**config.mk**
```make
export PLATFORM = sky130hd
export DESIGN_NAME = follower_tick_synchronizer_core
export DESIGN_NICKNAME = d
export VERILOG_FILES = /design/src/hw/rtl/fts_pkg.sv /design/src/hw/rtl/follower_tick_synchronizer_core.sv
export SDC_FILE = /design/constraint.sdc
export NUM_CORES = 1
export LEC_CHECK = 0
export ABC_AREA = 1
export ABC_CLOCK_PERIOD_IN_PS = 13550
export BUFFER_PORTS_ARGS = -buffer_cell sky130_fd_sc_hd__buf_2
export CAP_MARGIN = 40
export CORE_MARGIN = 2
export CORE_UTILIZATION = 35
export CTS_CLUSTER_SIZE = 30
export DETAILED_ROUTE_END_ITERATION = 10
export PLACE_DENSITY_LB_ADDON = 0.25
export SLEW_MARGIN = 40
export SYNTH_ARGS = -nofsm -noshare
export SYNTH_HDL_FRONTEND = slang
export SYNTH_SLANG_ARGS = --single-unit
export TNS_END_PERCENT = 50
```
**constraint.sdc**
```tcl
create_clock -name clk -period 13.55 [get_ports clk]
set_input_delay 2.71 -clock clk [delete_from_list [all_inputs] [get_ports clk]]
set_output_delay 2.71 -clock clk [all_outputs]
set_load 0.1 [all_outputs]
```
**src/hw/rtl/fts_pkg.sv**
```systemverilog
package fts_pkg;

  localparam int AccWidth   = 40;
  localparam int TimeWidth  = 32;
  localparam int RatioWidth = 8;
  localparam int TickWidth  = 9;
  localparam int CfgWidth   = 32;
  localparam int CfgIdxWidth = 2;

  localparam logic [AccWidth-1:0] AccMax = {AccWidth{1'b1}};

  localparam logic [CfgIdxWidth-1:0] REG_SERVER_MODE      = 2'd0;
  localparam logic [CfgIdxWidth-1:0] REG_TICKS_PER_LEADER = 2'd1;
  localparam logic [CfgIdxWidth-1:0] REG_STEP_LENGTH      = 2'd2;

  localparam logic [RatioWidth-1:0] RatioReset = 8'd1;
  localparam logic [TimeWidth-1:0]  StepReset  = 32'h0100_0000;

  localparam logic REQ_UPDATE = 1'b0;
  localparam logic REQ_SYNC   = 1'b1;

endpackage

```
**src/hw/rtl/follower_tick_synchronizer_core.sv**
```systemverilog
// follower mode: load the input transaction, then one restoring divider step per
//   cycle over the 40-bit accumulator, then normalize, then the output register once free
// server mode goes from load straight to the output register; one transaction in flight,
//   next input taken once the result sits in the output register
// synchronous active-high reset clears the accumulator, the period tick count
//   and the registers to server_mode 0, ticks_per_leader 1, step_length 2^24
module follower_tick_synchronizer_core
  import fts_pkg::*;
(
  input  logic                   clk,
  input  logic                   rst,
  input  logic                   cfg_we,
  input  logic [CfgIdxWidth-1:0] cfg_index,
  input  logic [CfgWidth-1:0]    cfg_data,
  input  logic                   in_valid,
  output logic                   in_ready,
  input  logic                   req_type,
  input  logic [TimeWidth-1:0]   time_value,
  output logic                   out_valid,
  input  logic                   out_ready,
  output logic [TickWidth-1:0]   pending_ticks,
  output logic [RatioWidth-1:0]  tick_debt,
  output logic [AccWidth-1:0]    leftover_time
);

  localparam logic [1:0] ST_IDLE = 2'd0;
  localparam logic [1:0] ST_DIV  = 2'd1;
  localparam logic [1:0] ST_NORM = 2'd2;
  localparam logic [1:0] ST_FIN  = 2'd3;

  localparam int CntWidth = $clog2(AccWidth);
  localparam logic [CntWidth-1:0] LastStep = CntWidth'(AccWidth - 1);

  logic [1:0]            state;
  logic                  server_mode;
  logic [RatioWidth-1:0] ticks_per_leader;
  logic [TimeWidth-1:0]  step_length;
  logic [AccWidth-1:0]   acc;
  logic [TickWidth-1:0]  ttp;
  logic                  kind;
  logic [AccWidth-1:0]   dvd;
  logic [TimeWidth-1:0]  rem;
  logic [CntWidth-1:0]   cnt;
  logic [TickWidth-1:0]  res_pend;
  logic [RatioWidth-1:0] res_debt;

  logic [RatioWidth-1:0] ratio;
  logic [TimeWidth-1:0]  step_eff;
  logic [AccWidth:0]     sum;
  logic [AccWidth-1:0]   acc_in;
  logic [RatioWidth-1:0] debt;
  logic [TimeWidth:0]    rem_sh;
  logic [TimeWidth:0]    diff;
  logic                  ge;
  logic [AccWidth:0]     total;
  logic                  over;
  logic [TickWidth-1:0]  upd_pend;
  logic                  out_free;

  assign ratio    = (ticks_per_leader == '0) ? RatioReset : ticks_per_leader;
  assign step_eff = (step_length == '0) ? TimeWidth'(1) : step_length;
  assign in_ready = (state == ST_IDLE);
  assign out_free = !out_valid || out_ready;

  always_comb begin
    sum    = {1'b0, acc} + {{(AccWidth-TimeWidth+1){1'b0}}, time_value};
    acc_in = (req_type == REQ_SYNC) ? {{(AccWidth-TimeWidth){1'b0}}, time_value}
                                    : (sum[AccWidth] ? AccMax : sum[AccWidth-1:0]);
    debt   = '0;
    if (ttp != '0 && ttp < {1'b0, ratio}) begin
      debt = ratio - ttp[RatioWidth-1:0];
    end
    rem_sh = {rem, dvd[AccWidth-1]};
    diff   = rem_sh - {1'b0, step_eff};
    ge     = (rem_sh >= {1'b0, step_eff});
    total  = {1'b0, dvd} + {{(AccWidth+1-TickWidth){1'b0}}, ttp};
    over   = (total > {{(AccWidth+1-RatioWidth){1'b0}}, ratio});
    upd_pend = ({1'b0, ratio} > ttp) ? ({1'b0, ratio} - ttp) : '0;
  end

  always_ff @(posedge clk) begin
    if (rst) begin
      state            <= ST_IDLE;
      server_mode      <= 1'b0;
      ticks_per_leader <= RatioReset;
      step_length      <= StepReset;
      acc              <= '0;
      ttp              <= '0;
      out_valid        <= 1'b0;
    end else begin
      if (cfg_we) begin
        unique case (cfg_index)
          REG_SERVER_MODE:      server_mode      <= cfg_data[0];
          REG_TICKS_PER_LEADER: ticks_per_leader <= cfg_data[RatioWidth-1:0];
          REG_STEP_LENGTH:      step_length      <= cfg_data[TimeWidth-1:0];
          default: ;
        endcase
      end
      if (state == ST_FIN && out_free) begin
        out_valid <= 1'b1;
      end else if (out_ready) begin
        out_valid <= 1'b0;
      end
      unique case (state)
        ST_IDLE: begin
          if (in_valid) begin
            kind     <= req_type;
            acc      <= acc_in;
            res_pend <= '0;
            res_debt <= '0;
            if (server_mode) begin
              if (req_type == REQ_SYNC) begin
                res_pend <= {1'b0, ratio};
                ttp      <= {1'b0, ratio};
              end
              state <= ST_FIN;
            end else begin
              if (req_type == REQ_SYNC) begin
                res_debt <= debt;
                ttp      <= {1'b0, debt} + TickWidth'(1);
              end
              dvd   <= acc_in;
              rem   <= '0;
              cnt   <= '0;
              state <= ST_DIV;
            end
          end
        end
        ST_DIV: begin
          rem <= ge ? diff[TimeWidth-1:0] : rem_sh[TimeWidth-1:0];
          dvd <= {dvd[AccWidth-2:0], ge};
          cnt <= cnt + CntWidth'(1);
          if (cnt == LastStep) begin
            state <= ST_NORM;
          end
        end
        ST_NORM: begin
          acc <= {{(AccWidth-TimeWidth){1'b0}}, rem};
          if (over) begin
            ttp      <= {1'b0, ratio};
            res_pend <= (kind == REQ_SYNC) ? {1'b0, ratio} : upd_pend;
          end else begin
            ttp      <= total[TickWidth-1:0];
            res_pend <= (kind == REQ_SYNC) ? total[TickWidth-1:0] : dvd[TickWidth-1:0];
          end
          state <= ST_FIN;
        end
        ST_FIN: begin
          if (out_free) begin
            pending_ticks <= res_pend;
            tick_debt     <= res_debt;
            leftover_time <= acc;
            state         <= ST_IDLE;
          end
        end
        default: state <= ST_IDLE;
      endcase
    end
  end

endmodule
```
; ---- Word level (Yosys, flattened, before mapping)
; Cells that the tools add are included.
; W data, S select, Z words.
[op_classes]
add_sub_neg = 7
magnitude_cmp = 4
eq_ne = 11
mux = 38
bitwise_logic = 2
reduce_logical = 23
[op_table]
columns = cell, count
row1 = $mux W40, 5
row2 = $pmux W40 S2, 2
row3 = $mux W32, 4
row4 = $mux W9, 10
row5 = $pmux W32 S2, 1
row6 = $add A40 B32 Y41, 1
row7 = $add A40 B9 Y41, 1
row8 = $gt A41 B8 Y1, 1
row9 = $pmux W9 S2, 2
row10 = $ge A33 B32 Y1, 1
row11 = $logic_not A32 Y1, 1
row12 = $mux W8, 4
row13 = $sub A32 B32 Y32, 1
row14 = $reduce_and A3 Y1, 5
row15 = $mux W6, 2
row16 = $pmux W6 S2, 1
row17 = $add A8 B1 Y9 const B, 1
row18 = $gt A8 B9 Y1, 1
row19 = $lt A9 B8 Y1, 1
row20 = $reduce_bool A9 Y1, 1
row21 = $sub A8 B9 Y9, 1
row22 = $logic_not A8 Y1, 1
row23 = $mux W2, 4
row24 = $ne A2 B2 Y1 const B, 4
row25 = other kinds (17), 29
[word_totals]
regBits = 246
input_bits = 72
output_inout_bits = 59
wordCells = 101

; ---- Depth between registers and ports, before layout
[depth]
depth_word = 10
depth_mapped = 27
ltp_nobuf = 27

; ---- Worst setup path before layout
; No wires, ideal clock.
[synth_timing]
kind = input port to flip-flop
start = input rst
end = register leftover_time[0], enable pin
setup_ps = 542
arrival_ps = 7029
setup_slack_ps = 5979
path_stages = 3
path_buffers = 2
cell_sequence = clkbuf_1 -> clkbuf_1 -> nor3_1
[synth_via]
elab_chain_cells = 2
[synth_rtl]
columns = item, line
row1 = "start, declared", follower_tick_synchronizer_core.sv:11  ; input logic rst,
row2 = $not A1 Y1 (no line), -
row3 = $reduce_and A3 Y1 (no line), -
row4 = "end signal, assigned", follower_tick_synchronizer_core.sv:152  ; leftover_time <= acc;
row5 = "end, declared", follower_tick_synchronizer_core.sv:23  ; output logic [AccWidth-1:0] leftover_time
; No other way between the ends.
; A chain may end at the register's enable or synchronous reset.

; ---- Worst setup path in the final report
[layout_timing]
start = input time_value[0]
end = register acc[6]
[layout_via]
elab_chain_cells = 5
[layout_rtl]
columns = item, line
row1 = "start, declared", follower_tick_synchronizer_core.sv:18  ; input logic [TimeWidth-1:0] time_value,
row2 = $add A40 B32 Y41, follower_tick_synchronizer_core.sv:66  ; sum = {1'b0, acc} + {{(AccWidth-TimeWidth+1){1'b0}}, time_value};
row3 = $mux W40, follower_tick_synchronizer_core.sv:68  ; : (sum[AccWidth] ? AccMax : sum[AccWidth-1:0]);
row4 = $mux W40, follower_tick_synchronizer_core.sv:67  ; acc_in = (req_type == REQ_SYNC) ? {{(AccWidth-TimeWidth){1'b0}}, time_value}
row5 = $mux W40, follower_tick_synchronizer_core.sv:106  ; if (in_valid) begin
row6 = $pmux W40 S2, follower_tick_synchronizer_core.sv:104  ; unique case (state)
row7 = "end signal, assigned", follower_tick_synchronizer_core.sv:108  ; acc <= acc_in;
row8 = "end signal, assigned", follower_tick_synchronizer_core.sv:138  ; acc <= {{(AccWidth-TimeWidth){1'b0}}, rem};
row9 = "end, declared", follower_tick_synchronizer_core.sv:38  ; logic [AccWidth-1:0] acc;
; No other way between the ends. The select of a mux whose other input is x is not followed.

==> results.ini <==
[worst_hold_path]
min_from=res_pend[1]
hold_class=flip-flop to flip-flop
min_to=pending_ticks[1]
hold_depth=0

[sta]
fmax_mhz=182.1
fin_crit_sh_pct=40.53
post-route-min-period_ns=5.492
tns_ns=0
rsz0062_at_grt=no
relSlewSlack_pct=47.05
finalSetupViolCount=0
hold_viol_final=0
max_slew.worst_pin.slew_ns=0.7943
slew_violations=0
clock_skew_ns=0.04125

[global_route]
grt_max_degree=76
grt-ovfl-total=0
track_usage_pct=24.01
antenna_found_initial=1
first_global_vias=15487
grt_pass1_wl_mm=91.99

[place]
dp_hpwl_mm=48.56
place_area_mm2=0.01804
portBuffers=130
gp_congestion=0.9799

[routing]
antenna_left=0
wire_per_inst_um=20.09
avgViaCountPerCell=5.367
drc=0
initialDrtViolationCount=1399
wirelength_mm=60.69
vias=16213
firstDrtPassIters=6

[die]
die-area_mm2=0.04965
core-area_mm2=0.04755
start_util_pct=35.25
num_rows=80
pin_count=131
die_h_um=222.8
die_w_um=222.8

[clock_tree]
cts_buffers=29
cts_setup_buffers=0
htree_levels=1
cts_tree=built
cts-hold-fix-buffers=0
clock_latency_ns=0.60
cts.sinks=246
clkSlewWorstSetupHoldPaths_ns=0.06
cts-resized-gates=0
ctsLongestPathBuffers=3
root_buffer=clkbuf_16

[logic_synthesis]
syn_nets=2446
muxShareOfSynthArea_pct=0.1195
synth_xor_area_share_pct=3.554
synth_compound_area_share_pct=17.45
synthTopCellsByArea=edfxtp_1, nand2_1, dfxtp_1
synth-simple-area-share_pct=25.21
yosysWarnings=0
synth_seq_cells=246
synth-async-reset-ratio_pct=0
synth.most_common_cell=nand2_1
synthTopCellsByCount=nand2_1, inv_1, o21ai_0
synth_top_family_by_area=simple AND/OR/NAND/NOR gates
seq_area_frac_synth_pct=38.52
synthDistinctLibCells=56
synthAdderAreaFrac_pct=7.571
synth_area_mm2=0.01676
synth_ff_type=edfxtp_1
synth_edf_count=153
synth_top_area_share_pct=27.42
synthCells=2275
synth_area_per_cell_um2=7.366
yosysTopAreaCell=edfxtp_1

[job]
max_cap_violations=0

[pwr]
p_int_mw=2.229
powerDensity_mw_per_mm2=223.9
p_clk_share_pct=19.8
pwr-share-comb_pct=49.1
p_seq_share_pct=31.1
ir_drop_uv=109.7
power.switching_mw=2.039
leakage_nw=8.148
netSwitchingFraction_pct=47.77

[worst_setup_path]
critPathBufInv=2
criticalPathCategory=primary input to flip-flop
cp.arrival_ns=5.94
startpoint_type=primary input
max_stage_delay_ns=0.47
required_ns=14.00
worst_r2r_endpoint=res_pend[1]
worst_setup_path_end_kind=flip-flop
worstPathMaxFanout=16
cpLargestDelayFamily=simple AND/OR/NAND/NOR gates
reg2regPathDepth=27
reg2reg_from=dvd[0]
r2r_slack_ns=9.19
crit_slowest_cell=nor2_4
cpMostUsedCell=nand3_1
worstPathCellList=buf_2 > ha_1 > fa_1 > nand3_1 > nand2_1 > a21boi_2 > o21bai_1 > nand3_1 > nand3_1 > nor2_4 > inv_1 > o22ai_1 > nand2_1 > o21ai_0 > o21ai_0

[finish]
layout-drive-gt1-share_pct=9.979
final_area_mm2=0.01906
n_fill_cell=4971
nets=2555
synthToLayoutAreaGrowth_pct=13.75

[outcome]
status=finished, final reports clean

## per-layer routing
metal | vias up | track usage [%] | part of all wire, %
met5 | - | 0 | 0
met4 | 0 | 7.144 | 3.0
met3 | 94 | 3.306 | 5.9
met2 | 548 | 40.89 | 47
met1 | 7657 | 31.64 | 44
li1 | 7914 | - | -
## power groups by stage
stage / sequential [mW] / clock, mW / combinational (mW)
after global routing: 1.34 / 0.887 / 2.34
after global placement: 1.34 / 0 / 2.05
after CTS: 1.32 / 0.861 / 2.08
after floorplan: 1.25 / 0 / 1.46
final: 1.33 / 0.845 / 2.09
after detailed placement: 1.34 / 0 / 2.06
## worst max path at each step
stage          cells after the start          endpoint  slack [ns]     startpoint
2_1_floorplan                      3  leftover_time[0]        5.98            rst
6_report                          15            acc[6]        8.06  time_value[0]
4_1_cts                           13            dvd[8]        8.15  time_value[0]
5_1_grt                           15            acc[6]        7.79  time_value[0]
3_5_place_dp                      13            dvd[8]        7.54  time_value[0]
3_3_place_gp                      15            acc[9]        7.60  time_value[0]
## cells in the final DEF, fill, tap and decap left out, types with 12 or more instances in the layout
cell type | synthesis | final
o21bai_1 | 12 | 12
buf_4 | 2 | 13
edfxtp_1 | 153 | 153
nor3_1 | 23 | 21
nand3_1 | 119 | 119
xor2_1 | 37 | 37
nand2_1 | 570 | 570
o21ai_0 | 214 | 214
buf_2 | 10 | 130
nor2_1 | 204 | 203
nor4_1 | 19 | 19
clkbuf_16 | 0 | 30
o22ai_1 | 22 | 22
nand4_1 | 25 | 25
a21oi_1 | 186 | 186
a31oi_1 | 17 | 17
o211ai_1 | 13 | 13
dfxtp_1 | 93 | 93
xnor2_1 | 31 | 31
inv_1 | 258 | 258
ha_1 | 95 | 94
## worst register-to-register path, cell delays in order (launching register included)
cell and delay (ns):
edfxtp_1 0.51, ha_1 0.37, inv_1 0.09, fa_1 0.40, inv_1 0.12, nand3_1 0.08
nand2_1 0.16, xor2_1 0.28, ha_1 0.30, nand2_1 0.11, nor2_1 0.06, nand2_1 0.06
nand2_1 0.05, o21bai_1 0.11, nand2_1 0.06, nand2_1 0.06, nand3_1 0.07, nor2_1 0.10
nand2_1 0.05, nor2_1 0.08, nand2_1 0.07, nand2_2 0.12, nand2_4 0.20, inv_1 0.20
nand2_1 0.08, nand2_1 0.07, nand2_1 0.05, o21ai_0 0.17
## registers in the layout, indices dropped and copies added, names as in the netlist
signal / cells
acc: 40
cnt: 6
dvd: 40
kind: 1
leftover_time: 40
out_valid: 1
pending_ticks: 9
rem: 32
res_debt: 8
res_pend: 9
server_mode: 1
state: 2
step_length: 32
tick_debt: 8
ticks_per_leader: 8
ttp: 9
## cell type report
cell class              instances  area [µm²]  share of cell area [%]
well taps                     615       769.5                   4.036
multi-input cells            1698        9056                   47.51
flip-flops and latches        246        6456                   33.87
clock inverters                16       231.5                   1.214
diodes                          1       2.502                 0.01313
inverters                     265       994.7                   5.218
clock buffers                  36       793.3                   4.161
repair buffers                144       759.5                   3.984
## stage by stage
| step | cells | power (mW) | setup WS (ns) | hold slack (ns) | util [%] |
|---|---|---|---|---|---|
| 2_1_floorplan | 2275 | 2.710 | 5.979 | 0.4003 | - |
| 3_5_place_dp | 2968 | 3.402 | 7.536 | 0.4045 | 37.93 |
| 6_report | 3021 | 4.269 | 8.058 | 0.4173 | 40.09 |
| 4_1_cts | 3020 | 4.262 | 8.152 | 0.4210 | 40.09 |
| 3_3_place_gp | 2968 | 3.390 | 7.602 | 0.4014 | 37.92 |
| 5_1_grt | 3020 | 4.563 | 7.785 | 0.4221 | 40.09 |
## logic make-up (layout without fill, tap and decap cells)
kind of cell             count (synthesis)  count (layout)
XOR/XNOR                                68              68
adder cells (fa/ha/maj)                 99              99
AO/OA/AOI/OAI                          526             526
flip-flops                             246             246
multiplexers                             2               2
AND/OR/NAND/NOR                       1003            1003
other                                    0               1
buffers and inverters                  331             461
Note: power is estimated with default switching activity, not from simulation.
